$ cat config.mk
export PLATFORM = sky130hd
export DESIGN_NAME = heading_pid_turn_controller
export DESIGN_NICKNAME = d
export VERILOG_FILES = /design/src/rtl/hpid_pkg.sv /design/src/rtl/hpid_cfg_regs.sv /design/src/rtl/hpid_error_stage.sv /design/src/rtl/hpid_mult_stage.sv /design/src/rtl/hpid_drive_stage.sv /design/src/rtl/heading_pid_turn_controller.sv
export SDC_FILE = /design/constraint.sdc
export NUM_CORES = 2
export LEC_CHECK = 0
export BUFFER_PORTS_ARGS = -buffer_cell sky130_fd_sc_hd__buf_2
export CAP_MARGIN = 5
export CORE_ASPECT_RATIO = 1.5
export CORE_MARGIN = 2
export CORE_UTILIZATION = 60
export CTS_CLUSTER_DIAMETER = 150
export DETAILED_ROUTE_END_ITERATION = 10
export GPL_TIMING_DRIVEN = 0
export PLACE_DENSITY = 0.77
export SETUP_SLACK_MARGIN = 0.3
export SYNTH_ARGS = -nofsm -noshare
export SYNTH_HDL_FRONTEND = slang
export SYNTH_SLANG_ARGS = --single-unit
$ cat constraint.sdc
create_clock -name clk_i -period 25 [get_ports clk_i]
set_input_delay 5 -clock clk_i [delete_from_list [all_inputs] [get_ports clk_i]]
set_output_delay 5 -clock clk_i [all_outputs]
set_load 0.01 [all_outputs]
$ cat src/rtl/hpid_pkg.sv
`timescale 1ns / 1ps
// ----------------------------------------------------------------------------
// hpid_pkg
// Shared widths, register codes, status codes and stage types for the
// heading pid turn controller.
// ----------------------------------------------------------------------------
package hpid_pkg;

  localparam int unsigned HEADING_W  = 18;
  localparam int unsigned ERR_W      = 19;
  localparam int unsigned SUM_W      = 18;
  localparam int unsigned DERIV_W    = 20;
  localparam int unsigned COUNT_W    = 20;
  localparam int unsigned GAIN_W     = 16;
  localparam int unsigned LIMIT_W    = 17;
  localparam int unsigned BAND_W     = 12;
  localparam int unsigned BACKOFF_W  = 15;
  localparam int unsigned DRIVE_W    = 16;
  localparam int unsigned CFG_IDX_W  = 3;
  localparam int unsigned CFG_DATA_W = 20;

  localparam int unsigned P_KP_W = GAIN_W + 1 + ERR_W;
  localparam int unsigned P_KI_W = GAIN_W + 1 + SUM_W;
  localparam int unsigned P_KD_W = GAIN_W + 1 + DERIV_W;
  localparam int unsigned ACC_W  = P_KD_W + 2;

  // 180 and 360 degrees in 1/256 degree
  localparam logic signed [20:0] WRAP_HALF = 21'sd46080;
  localparam logic signed [20:0] WRAP_FULL = 21'sd92160;
  localparam logic signed [20:0] ERR_POS   = 21'sd262143;
  localparam logic signed [20:0] ERR_NEG   = -21'sd262144;

  localparam logic [CFG_IDX_W-1:0] CFG_TURN_TARGET   = 3'd0;
  localparam logic [CFG_IDX_W-1:0] CFG_KP_GAIN       = 3'd1;
  localparam logic [CFG_IDX_W-1:0] CFG_KI_GAIN       = 3'd2;
  localparam logic [CFG_IDX_W-1:0] CFG_KD_GAIN       = 3'd3;
  localparam logic [CFG_IDX_W-1:0] CFG_INTEGRAL_LIM  = 3'd4;
  localparam logic [CFG_IDX_W-1:0] CFG_STOP_BAND     = 3'd5;
  localparam logic [CFG_IDX_W-1:0] CFG_TIMEOUT       = 3'd6;
  localparam logic [CFG_IDX_W-1:0] CFG_BACKOFF_DRIVE = 3'd7;

  localparam logic [GAIN_W-1:0]    KP_RESET      = 16'd6554;
  localparam logic [GAIN_W-1:0]    KI_RESET      = 16'd66;
  localparam logic [GAIN_W-1:0]    KD_RESET      = 16'd328;
  localparam logic [LIMIT_W-1:0]   LIMIT_RESET   = 17'd25600;
  localparam logic [BAND_W-1:0]    BAND_RESET    = 12'd256;
  localparam logic [COUNT_W-1:0]   TIMEOUT_RESET = 20'd3000;
  localparam logic [BACKOFF_W-1:0] BACKOFF_RESET = 15'd5120;

  typedef enum logic [1:0] {
    STATUS_TURNING = 2'd0,
    STATUS_REACHED = 2'd1,
    STATUS_TIMEOUT = 2'd2,
    STATUS_IDLE    = 2'd3
  } status_e;

  typedef struct packed {
    logic signed [HEADING_W-1:0] turn_target;
    logic [GAIN_W-1:0]           kp_gain;
    logic [GAIN_W-1:0]           ki_gain;
    logic [GAIN_W-1:0]           kd_gain;
    logic [LIMIT_W-1:0]          integral_limit;
    logic [BAND_W-1:0]           stop_band;
    logic [COUNT_W-1:0]          timeout_samples;
    logic [BACKOFF_W-1:0]        backoff_drive;
  } cfg_t;

  typedef struct packed {
    logic                      valid;
    status_e                   status;
    logic signed [ERR_W-1:0]   err;
    logic signed [SUM_W-1:0]   esum;
    logic signed [DERIV_W-1:0] deriv;
  } errs_t;

  typedef struct packed {
    logic                     valid;
    status_e                  status;
    logic signed [P_KP_W-1:0] p_kp;
    logic signed [P_KI_W-1:0] p_ki;
    logic signed [P_KD_W-1:0] p_kd;
  } prod_t;

endpackage

$ cat src/rtl/hpid_cfg_regs.sv
`timescale 1ns / 1ps
// ----------------------------------------------------------------------------
// hpid_cfg_regs
// Configuration register file, written one register per request.
// ----------------------------------------------------------------------------
module hpid_cfg_regs (
  input  logic                             clk_i,
  input  logic                             rst_ni,
  input  logic                             cfg_valid_i,
  output logic                             cfg_ready_o,
  input  logic [hpid_pkg::CFG_IDX_W-1:0]   cfg_index_i,
  input  logic [hpid_pkg::CFG_DATA_W-1:0]  cfg_data_i,
  output hpid_pkg::cfg_t                   cfg_o
);
  import hpid_pkg::*;

  cfg_t cfg_q;

  assign cfg_ready_o = 1'b1;
  assign cfg_o       = cfg_q;

  always_ff @(posedge clk_i or negedge rst_ni) begin
    if (!rst_ni) begin
      cfg_q.turn_target     <= '0;
      cfg_q.kp_gain         <= KP_RESET;
      cfg_q.ki_gain         <= KI_RESET;
      cfg_q.kd_gain         <= KD_RESET;
      cfg_q.integral_limit  <= LIMIT_RESET;
      cfg_q.stop_band       <= BAND_RESET;
      cfg_q.timeout_samples <= TIMEOUT_RESET;
      cfg_q.backoff_drive   <= BACKOFF_RESET;
    end else if (cfg_valid_i) begin
      case (cfg_index_i)
        CFG_TURN_TARGET:   cfg_q.turn_target     <= cfg_data_i[HEADING_W-1:0];
        CFG_KP_GAIN:       cfg_q.kp_gain         <= cfg_data_i[GAIN_W-1:0];
        CFG_KI_GAIN:       cfg_q.ki_gain         <= cfg_data_i[GAIN_W-1:0];
        CFG_KD_GAIN:       cfg_q.kd_gain         <= cfg_data_i[GAIN_W-1:0];
        CFG_INTEGRAL_LIM:  cfg_q.integral_limit  <= cfg_data_i[LIMIT_W-1:0];
        CFG_STOP_BAND:     cfg_q.stop_band       <= cfg_data_i[BAND_W-1:0];
        CFG_TIMEOUT:       cfg_q.timeout_samples <= cfg_data_i[COUNT_W-1:0];
        CFG_BACKOFF_DRIVE: cfg_q.backoff_drive   <= cfg_data_i[BACKOFF_W-1:0];
        default: begin
        end
      endcase
    end
  end

endmodule

$ cat src/rtl/hpid_error_stage.sv
`timescale 1ns / 1ps
// ----------------------------------------------------------------------------
// hpid_error_stage
// Holds the turn state; forms the wrapped error, clamped integral,
// difference term and step status for each sample.
// ----------------------------------------------------------------------------
module hpid_error_stage (
  input  logic                                clk_i,
  input  logic                                rst_ni,
  input  logic                                en_i,
  input  logic                                valid_i,
  input  logic signed [hpid_pkg::HEADING_W-1:0] heading_i,
  input  logic                                start_i,
  input  hpid_pkg::cfg_t                      cfg_i,
  output hpid_pkg::errs_t                     errs_o
);
  import hpid_pkg::*;

  logic signed [HEADING_W-1:0] init_q;
  logic signed [SUM_W-1:0]     esum_q;
  logic signed [ERR_W-1:0]     last_q;
  logic [COUNT_W-1:0]          count_q;
  logic                        turning_q;

  logic signed [HEADING_W-1:0] init_eff;
  logic signed [SUM_W-1:0]     esum_eff;
  logic signed [ERR_W-1:0]     last_eff;
  logic [COUNT_W-1:0]          count_eff;
  logic                        turning_eff;

  logic signed [HEADING_W:0]   diff;
  logic signed [20:0]          raw;
  logic signed [20:0]          wrapped;
  logic signed [ERR_W-1:0]     err;
  logic [ERR_W-1:0]            mag;
  logic                        reached;
  logic signed [SUM_W+1:0]     sum_raw;
  logic signed [SUM_W+1:0]     lim;
  logic signed [SUM_W-1:0]     esum_new;
  logic signed [DERIV_W-1:0]   deriv;
  logic [COUNT_W-1:0]          count_inc;
  logic                        timeout;
  status_e                     status;
  logic                        step;

  errs_t errs_q;

  always_comb begin
    init_eff    = start_i ? heading_i : init_q;
    esum_eff    = start_i ? '0 : esum_q;
    last_eff    = start_i ? '0 : last_q;
    count_eff   = start_i ? '0 : count_q;
    turning_eff = start_i | turning_q;

    diff = {heading_i[HEADING_W-1], heading_i} - {init_eff[HEADING_W-1], init_eff};
    raw  = {{3{cfg_i.turn_target[HEADING_W-1]}}, cfg_i.turn_target}
         - {{2{diff[HEADING_W]}}, diff};
    if (raw < -WRAP_HALF) begin
      wrapped = raw + WRAP_FULL;
    end else if (raw > WRAP_HALF) begin
      wrapped = raw - WRAP_FULL;
    end else begin
      wrapped = raw;
    end
    if (wrapped > ERR_POS) begin
      err = ERR_POS[ERR_W-1:0];
    end else if (wrapped < ERR_NEG) begin
      err = ERR_NEG[ERR_W-1:0];
    end else begin
      err = wrapped[ERR_W-1:0];
    end

    mag     = err[ERR_W-1] ? (~err + 1'b1) : err;
    reached = mag < {{(ERR_W-BAND_W){1'b0}}, cfg_i.stop_band};

    sum_raw = {{2{esum_eff[SUM_W-1]}}, esum_eff} + {err[ERR_W-1], err};
    lim     = {{(SUM_W+2-LIMIT_W){1'b0}}, cfg_i.integral_limit};
    if (sum_raw > lim) begin
      esum_new = lim[SUM_W-1:0];
    end else if (sum_raw < -lim) begin
      esum_new = SUM_W'(-lim);
    end else begin
      esum_new = sum_raw[SUM_W-1:0];
    end

    deriv = {err[ERR_W-1], err} - {last_eff[ERR_W-1], last_eff};

    count_inc = (&count_eff) ? count_eff : count_eff + 1'b1;
    timeout   = count_inc >= cfg_i.timeout_samples;

    if (!turning_eff) begin
      status = STATUS_IDLE;
    end else if (reached) begin
      status = STATUS_REACHED;
    end else if (timeout) begin
      status = STATUS_TIMEOUT;
    end else begin
      status = STATUS_TURNING;
    end

    step = turning_eff & ~reached;
  end

  // turn state
  always_ff @(posedge clk_i or negedge rst_ni) begin
    if (!rst_ni) begin
      init_q    <= '0;
      esum_q    <= '0;
      last_q    <= '0;
      count_q   <= '0;
      turning_q <= 1'b0;
    end else if (en_i && valid_i) begin
      init_q    <= init_eff;
      turning_q <= step & ~timeout;
      if (step) begin
        esum_q  <= esum_new;
        last_q  <= err;
        count_q <= count_inc;
      end else begin
        esum_q  <= esum_eff;
        last_q  <= last_eff;
        count_q <= count_eff;
      end
    end
  end

  always_ff @(posedge clk_i or negedge rst_ni) begin
    if (!rst_ni) begin
      errs_q <= '0;
    end else if (en_i) begin
      errs_q.valid <= valid_i;
      if (valid_i) begin
        errs_q.status <= status;
        errs_q.err    <= err;
        errs_q.esum   <= esum_new;
        errs_q.deriv  <= deriv;
      end
    end
  end

  assign errs_o = errs_q;

endmodule

$ cat src/rtl/hpid_mult_stage.sv
`timescale 1ns / 1ps
// ----------------------------------------------------------------------------
// hpid_mult_stage
// Applies the three gains to error, integral and difference, one
// registered product each.
// ----------------------------------------------------------------------------
module hpid_mult_stage (
  input  logic            clk_i,
  input  logic            rst_ni,
  input  logic            en_i,
  input  hpid_pkg::errs_t errs_i,
  input  hpid_pkg::cfg_t  cfg_i,
  output hpid_pkg::prod_t prod_o
);
  import hpid_pkg::*;

  logic signed [P_KP_W-1:0] p_kp_d;
  logic signed [P_KI_W-1:0] p_ki_d;
  logic signed [P_KD_W-1:0] p_kd_d;
  prod_t                    prod_q;

  always_comb begin
    p_kp_d = $signed({1'b0, cfg_i.kp_gain}) * errs_i.err;
    p_ki_d = $signed({1'b0, cfg_i.ki_gain}) * errs_i.esum;
    p_kd_d = $signed({1'b0, cfg_i.kd_gain}) * errs_i.deriv;
  end

  always_ff @(posedge clk_i or negedge rst_ni) begin
    if (!rst_ni) begin
      prod_q <= '0;
    end else if (en_i) begin
      prod_q.valid <= errs_i.valid;
      if (errs_i.valid) begin
        prod_q.status <= errs_i.status;
        prod_q.p_kp   <= p_kp_d;
        prod_q.p_ki   <= p_ki_d;
        prod_q.p_kd   <= p_kd_d;
      end
    end
  end

  assign prod_o = prod_q;

endmodule

$ cat src/rtl/hpid_drive_stage.sv
`timescale 1ns / 1ps
// ----------------------------------------------------------------------------
// hpid_drive_stage
// Sums the products, rounds and saturates the drive, and steers it to
// the wheels into the result register.
// ----------------------------------------------------------------------------
module hpid_drive_stage (
  input  logic                                clk_i,
  input  logic                                rst_ni,
  input  logic                                en_i,
  input  hpid_pkg::prod_t                     prod_i,
  input  hpid_pkg::cfg_t                      cfg_i,
  output logic                                valid_o,
  output logic signed [hpid_pkg::DRIVE_W-1:0] left_drive_o,
  output logic signed [hpid_pkg::DRIVE_W-1:0] right_drive_o,
  output logic [1:0]                          turn_status_o
);
  import hpid_pkg::*;

  localparam logic signed [ACC_W-1:0] ROUND_HALF = ACC_W'(32768);
  localparam int unsigned             RND_W      = ACC_W - 16;
  localparam logic signed [RND_W-1:0] DRV_POS    = RND_W'(32767);
  localparam logic signed [RND_W-1:0] DRV_NEG    = -RND_W'(32768);

  logic signed [ACC_W-1:0]   acc;
  logic signed [ACC_W-1:0]   acc_rnd;
  logic signed [RND_W-1:0]   rnd;
  logic signed [DRIVE_W-1:0] drive;
  logic signed [DRIVE_W-1:0] backoff;
  logic signed [DRIVE_W-1:0] left_d;
  logic signed [DRIVE_W-1:0] right_d;

  logic                      valid_q;
  logic signed [DRIVE_W-1:0] left_q;
  logic signed [DRIVE_W-1:0] right_q;
  status_e                   status_q;

  always_comb begin
    acc = ACC_W'(prod_i.p_kp) + ACC_W'(prod_i.p_ki) + ACC_W'(prod_i.p_kd);
    acc_rnd = acc + ROUND_HALF;
    rnd     = acc_rnd[ACC_W-1:16];
    if (rnd > DRV_POS) begin
      drive = DRV_POS[DRIVE_W-1:0];
    end else if (rnd < DRV_NEG) begin
      drive = DRV_NEG[DRIVE_W-1:0];
    end else begin
      drive = rnd[DRIVE_W-1:0];
    end
    backoff = DRIVE_W'(-$signed({1'b0, cfg_i.backoff_drive}));

    left_d  = '0;
    right_d = '0;
    case (prod_i.status)
      STATUS_TIMEOUT: begin
        left_d  = backoff;
        right_d = backoff;
      end
      STATUS_TURNING: begin
        if (drive[DRIVE_W-1]) begin
          // most negative drive gives full forward right wheel
          right_d = (drive == DRV_NEG[DRIVE_W-1:0]) ? DRV_POS[DRIVE_W-1:0] : -drive;
        end else begin
          left_d = drive;
        end
      end
      default: begin
      end
    endcase
  end

  always_ff @(posedge clk_i or negedge rst_ni) begin
    if (!rst_ni) begin
      valid_q <= 1'b0;
    end else if (en_i) begin
      valid_q <= prod_i.valid;
    end
  end

  always_ff @(posedge clk_i) begin
    if (en_i && prod_i.valid) begin
      left_q   <= left_d;
      right_q  <= right_d;
      status_q <= prod_i.status;
    end
  end

  assign valid_o       = valid_q;
  assign left_drive_o  = left_q;
  assign right_drive_o = right_q;
  assign turn_status_o = status_q;

endmodule

$ cat src/rtl/heading_pid_turn_controller.sv
`timescale 1ns / 1ps
// ----------------------------------------------------------------------------
// heading_pid_turn_controller
// PID turn controller on heading samples with integral clamp, stop band
// and sample-count timeout.
// ----------------------------------------------------------------------------
// Usage:
//   in channel: one heading sample per request; start_req_i begins a new
//   turn from that sample. One result per sample leaves on the out
//   channel: left and right wheel drive and turn status.
//   cfg channel: register index and data, always ready; write only while
//   no sample is in flight.
// Path: sample register, error, gain and drive stages to the result;
//   a sample that came in during a stall waits in the skid register first.
// Throughput: one sample per cycle unless a result stalls; the turn
//   state (integral, previous error, count) is updated in the error
//   stage, and the gain products and drive sum follow in two further stages.
// Reset: registers with a reset value return to it, the turn is idle and
//   the pipeline is empty.
// Stall: a stalled result holds and the pipeline freezes; the skid
//   register takes one further sample, then in_stall_o rises.
// ----------------------------------------------------------------------------
module heading_pid_turn_controller (
  input  logic                                  clk_i,
  input  logic                                  rst_ni,
  input  logic                                  in_valid_i,
  output logic                                  in_stall_o,
  input  logic signed [hpid_pkg::HEADING_W-1:0] heading_i,
  input  logic                                  start_req_i,
  output logic                                  out_valid_o,
  input  logic                                  out_stall_i,
  output logic signed [hpid_pkg::DRIVE_W-1:0]   left_drive_o,
  output logic signed [hpid_pkg::DRIVE_W-1:0]   right_drive_o,
  output logic [1:0]                            turn_status_o,
  input  logic                                  cfg_valid_i,
  output logic                                  cfg_ready_o,
  input  logic [hpid_pkg::CFG_IDX_W-1:0]        cfg_index_i,
  input  logic [hpid_pkg::CFG_DATA_W-1:0]       cfg_data_i
);
  import hpid_pkg::*;

  cfg_t  cfg;
  errs_t errs;
  prod_t prod;
  logic  en;
  logic  in_acc;

  logic                        skid_valid_q;
  logic signed [HEADING_W-1:0] skid_heading_q;
  logic                        skid_start_q;
  logic                        s0_valid_q;
  logic signed [HEADING_W-1:0] s0_heading_q;
  logic                        s0_start_q;

  assign en         = ~out_valid_o | ~out_stall_i;
  assign in_stall_o = skid_valid_q;
  assign in_acc     = in_valid_i & ~skid_valid_q;

  // input skid and sample register
  always_ff @(posedge clk_i or negedge rst_ni) begin
    if (!rst_ni) begin
      skid_valid_q <= 1'b0;
      s0_valid_q   <= 1'b0;
    end else if (en) begin
      s0_valid_q   <= skid_valid_q | in_acc;
      skid_valid_q <= 1'b0;
    end else if (in_acc) begin
      skid_valid_q <= 1'b1;
    end
  end

  always_ff @(posedge clk_i) begin
    if (en) begin
      s0_heading_q <= skid_valid_q ? skid_heading_q : heading_i;
      s0_start_q   <= skid_valid_q ? skid_start_q : start_req_i;
    end else if (in_acc) begin
      skid_heading_q <= heading_i;
      skid_start_q   <= start_req_i;
    end
  end

  hpid_cfg_regs u_cfg (
    .clk_i       (clk_i),
    .rst_ni      (rst_ni),
    .cfg_valid_i (cfg_valid_i),
    .cfg_ready_o (cfg_ready_o),
    .cfg_index_i (cfg_index_i),
    .cfg_data_i  (cfg_data_i),
    .cfg_o       (cfg)
  );

  hpid_error_stage u_err (
    .clk_i     (clk_i),
    .rst_ni    (rst_ni),
    .en_i      (en),
    .valid_i   (s0_valid_q),
    .heading_i (s0_heading_q),
    .start_i   (s0_start_q),
    .cfg_i     (cfg),
    .errs_o    (errs)
  );

  hpid_mult_stage u_mult (
    .clk_i  (clk_i),
    .rst_ni (rst_ni),
    .en_i   (en),
    .errs_i (errs),
    .cfg_i  (cfg),
    .prod_o (prod)
  );

  hpid_drive_stage u_drive (
    .clk_i         (clk_i),
    .rst_ni        (rst_ni),
    .en_i          (en),
    .prod_i        (prod),
    .cfg_i         (cfg),
    .valid_o       (out_valid_o),
    .left_drive_o  (left_drive_o),
    .right_drive_o (right_drive_o),
    .turn_status_o (turn_status_o)
  );

`ifndef ASSERT_OFF
  a_skid_drains: assert property (@(posedge clk_i) disable iff (!rst_ni)
    skid_valid_q && en |=> !skid_valid_q)
    else $error("skid register not drained");

  a_skid_only_on_stall: assert property (@(posedge clk_i) disable iff (!rst_ni)
    !skid_valid_q && !$past(skid_valid_q) ##1 skid_valid_q |-> !$past(en))
    else $error("skid filled while pipeline moving");

  a_idle_zero: assert property (@(posedge clk_i) disable iff (!rst_ni)
    out_valid_o && (turn_status_o == STATUS_IDLE || turn_status_o == STATUS_REACHED)
    |-> left_drive_o == '0 && right_drive_o == '0)
    else $error("drive on idle or reached result");

  a_turning_one_wheel: assert property (@(posedge clk_i) disable iff (!rst_ni)
    out_valid_o && turn_status_o == STATUS_TURNING
    |-> (left_drive_o == '0 || right_drive_o == '0)
        && !left_drive_o[DRIVE_W-1] && !right_drive_o[DRIVE_W-1])
    else $error("turning result drives both wheels or reverse");

  a_timeout_equal: assert property (@(posedge clk_i) disable iff (!rst_ni)
    out_valid_o && turn_status_o == STATUS_TIMEOUT
    |-> left_drive_o == right_drive_o && !left_drive_o[DRIVE_W-1] == (left_drive_o == '0))
    else $error("timeout backoff drive mismatch");
`endif

endmodule
==> results.json <==
{
  "grt_pass1_wl_um": 293000,
  "drive_gt1_share_pct": 5.88,
  "maxCapViolCount": 0,
  "die-area_um2": 105000,
  "ys_types": 102,
  "io_buffers": 80,
  "critPathMaxFanout": 10,
  "core-area_um2": 101000,
  "fmax_ghz": 0.0715,
  "min_path_type": "reg -> reg",
  "antenna_found_initial": 21,
  "numCtsBuffers": 48,
  "timing.rr.end": "u_err.errs_o[37]",
  "synth_edf_count": 72,
  "gp_congestion": 1.03,
  "drtIter0Drc": 3501,
  "fillerInstances": 8289,
  "syn2layout_area_growth_pct": 6.47,
  "post_cts_resize_count": 0,
  "wirelength_um": 190000,
  "grt_pass1_vias": 51300,
  "nets": 8159,
  "grt_use_total_pct": 37.4,
  "holdPathEnd": "u_err.last_q[0]",
  "netlist_area_um2": 61300,
  "setup_viol": 0,
  "slowest_delay_ns": 0.71,
  "die_y_um": 395,
  "ant_nets": 0,
  "hold_depth": 2,
  "crit_required_ns": 25.50,
  "drv_slew": 0,
  "crit_buf_inv": 10,
  "slew_headroom_pct": 3.25,
  "overflow": 0,
  "drc_errors": 0,
  "ff2ff_setup_slack_ns": 11.01,
  "hold_start": "u_err.last_q[0]",
  "vias": 48100,
  "finalCritPeriodShare_pct": 56.0,
  "worst_path_max_delay_cell": "xor2_1",
  "clkTransAtPathRegs_ns": 0.07,
  "grt_max_degree": 122,
  "seq_area_frac_synth_pct": 19.1,
  "start_util_pct": 60.5,
  "fp-row-count": 143,
  "dr.pass1.iters": 9,
  "start_kind": "flop",
  "period_needed_ns": 13.99,
  "crit_family": "compound AO/OA/AOI/OAI gates",
  "hold_violations": 0,
  "crit_arrival_ns": 14.49,
  "pre_cts_ws_ns": 11.37,
  "synth-async-reset-ratio_pct": 84.1,
  "syn_avg_cell_area_um2": 9.35,
  "synthCells": 6556,
  "rsz0062_at_grt": "no",
  "fin_skew_ns": 0.0624,
  "vias_per_cell": 5.96,
  "hpwl_um": 153000,
  "worst_pin_slew_ns": 1.44,
  "cts_root_buffer": "clkbuf_16",
  "clk_latency_ns": 0.69,
  "synth_seq_cells": 452,
  "wl_per_cell_um": 23.6,
  "synth_ff_type": "dfrtp_1",
  "clk_path_buf_depth": 3,
  "crit_top_cell": "o21a_1",
  "hold_buffers": 0,
  "worstSetupPathType": "reg -> reg",
  "h-tree-depth": 2,
  "r2r_cells": 48,
  "endpoint_kind": "flop",
  "setup_tns_ns": 0,
  "syn_nets": 8021,
  "final.setup.worst_slack_ns": 11.01,
  "post_cts_buffers": 0,
  "r2r_start": "s0_start_q",
  "clock-sinks": 452,
  "cts_tree": "built",
  "die_w_um": 265,
  "yosysWarnings": 0,
  "status": "finished, final reports clean",
  "ios": 84
}
## layout make-up
type / count / area [µm²] / area share (%)
Clock inverter: 29 / 404 / 0.619
Antenna cell: 23 / 57.6 / 0.0882
Buffer: 265 / 1040 / 1.60
Tap cell: 1305 / 1630 / 2.50
Sequential cell: 452 / 11700 / 17.9
Inverter: 1227 / 4610 / 7.06
Timing Repair Buffer: 88 / 542 / 0.830
Multi-Input combinational cell: 4612 / 44000 / 67.4
Clock buffer: 60 / 1310 / 2.00
## cells in the mapped netlist (7+ instances only)
cell type / count / area share [%]
a2111oi_0: 7 / 0.10
a211o_1: 11 / 0.16
a211oi_1: 29 / 0.36
a21boi_0: 12 / 0.15
a21o_1: 72 / 0.88
a21oi_1: 182 / 1.5
a221o_1: 15 / 0.24
a22o_1: 22 / 0.31
a31oi_1: 23 / 0.23
and2_1: 399 / 4.1
and3_1: 23 / 0.23
buf_1: 14 / 0.086
buf_2: 11 / 0.090
clkbuf_1: 233 / 1.4
dfrtp_1: 355 / 14
dfstp_2: 25 / 1.1
edfxtp_1: 72 / 3.5
fa_1: 977 / 32
ha_1: 441 / 9.0
inv_1: 1226 / 7.5
mux2_2: 133 / 2.4
mux2i_1: 36 / 0.59
nand2_1: 893 / 5.5
nand2b_1: 61 / 0.62
nand3_1: 56 / 0.46
nand4_1: 27 / 0.28
nor2_1: 158 / 0.97
nor2b_1: 41 / 0.42
nor3_1: 72 / 0.59
nor3b_1: 11 / 0.13
nor4_1: 10 / 0.10
o211ai_1: 30 / 0.37
o21a_1: 43 / 0.53
o21ai_0: 331 / 2.7
o21ai_1: 17 / 0.14
o21bai_1: 13 / 0.16
o221ai_1: 8 / 0.11
o31ai_1: 34 / 0.42
or2_2: 13 / 0.13
or3_1: 35 / 0.36
or4_1: 9 / 0.11
xnor2_1: 155 / 2.2
xor2_1: 94 / 1.3
## routing by layer
layer / vias up / track usage (%) / wire, µm
li1: 21000 / - / -
met1: 24000 / 38.9 / 61900
met2: 2241 / 64.0 / 92900
met3: 909 / 6.92 / 13600
met4: 12 / 34.6 / 21600
met5: - / 0 / 79
## placed cells by master, fill, tap and decap left out, drive strengths merged, types with 14 or more instances in the layout
master	netlist	final
xor2	94	94
and2	401	401
and3	23	23
o21bai	14	14
clkinv	0	15
diode	0	23
nor2b	41	41
fa	977	977
nand2b	61	61
nor2	159	159
o211ai	30	30
a21oi	184	184
or3	35	35
mux2	137	137
dfrtp	355	355
xnor2	157	157
nor3	74	74
nand3	57	57
inv	1227	1233
o21ai	351	351
or2	15	15
buf	31	119
nand2	894	894
mux2i	36	36
clkbuf	234	294
a31oi	23	23
dfstp	25	25
a221o	15	15
a211oi	29	29
edfxtp	72	72
nand4	27	27
a21o	72	72
a22o	22	22
ha	441	441
o31ai	34	34
o21a	43	43
## flip-flops by register name, summed over array words and instances (netlist names), 19 cells and up
name and flops:
u_cfg.cfg_o 130, u_err.last_q 19, u_err.errs_o 60, u_mult.prod_o 111, u_err.count_q 20
## metrics by stage
stage | cells | util [%] | hold slack (ns) | cell area, µm²
CTS | 8037 | 64.4 | 0.484 | 65200
floorplan | 6556 | - | 0.442 | 61300
global route | 8043 | 64.4 | 0.506 | 65200
global placement | 7941 | 62.5 | 0.457 | 63300
finish | 8061 | 64.4 | 0.485 | 65300
detailed placement | 7948 | 62.7 | 0.471 | 63500
## worst reg2reg max path, delay by kind of cell (launching register included)
kind / cells / cell delay (ns)
buffers and inverters: 10 / 3.35
AND/OR/NAND/NOR: 4 / 0.85
adder cells (fa/ha/maj): 5 / 1.83
AO/OA/AOI/OAI: 25 / 5.41
multiplexers: 2 / 1.04
XOR/XNOR: 2 / 1.01
flip-flops: 1 / 0.32
## cells by family after synthesis
| kind of cell | count (synthesis) | share of synthesized area, % |
|---|---|---|
| compound gates | 927 | 9.57 |
| xor+xnor | 251 | 3.65 |
| fa+ha+maj | 1418 | 40.9 |
| buf+inv | 1492 | 9.21 |
| flops | 452 | 19.1 |
| mux | 173 | 3.11 |
| other cells | 1 | 0.00612 |
| simple gates | 1842 | 14.4 |
## how the worst max path moves through the flow
stage | startpoint | endpoint | slack [ns] | cells past startpoint
after floorplan | s0_start_q | u_err.esum_q[9] | 14.23 | 50
after global placement | rst_ni | u_cfg.cfg_o[69] | 11.17 | 1
after detailed placement | s0_start_q | u_err.esum_q[17] | 11.37 | 47
after CTS | s0_start_q | u_err.errs_o[37] | 11.25 | 47
after global routing | s0_start_q | u_err.errs_o[37] | 10.43 | 48
final | s0_start_q | u_err.errs_o[37] | 11.01 | 48
Power is not shown: default switching activity piles up to over one toggle a cycle in this logic, so the estimate is an artifact.
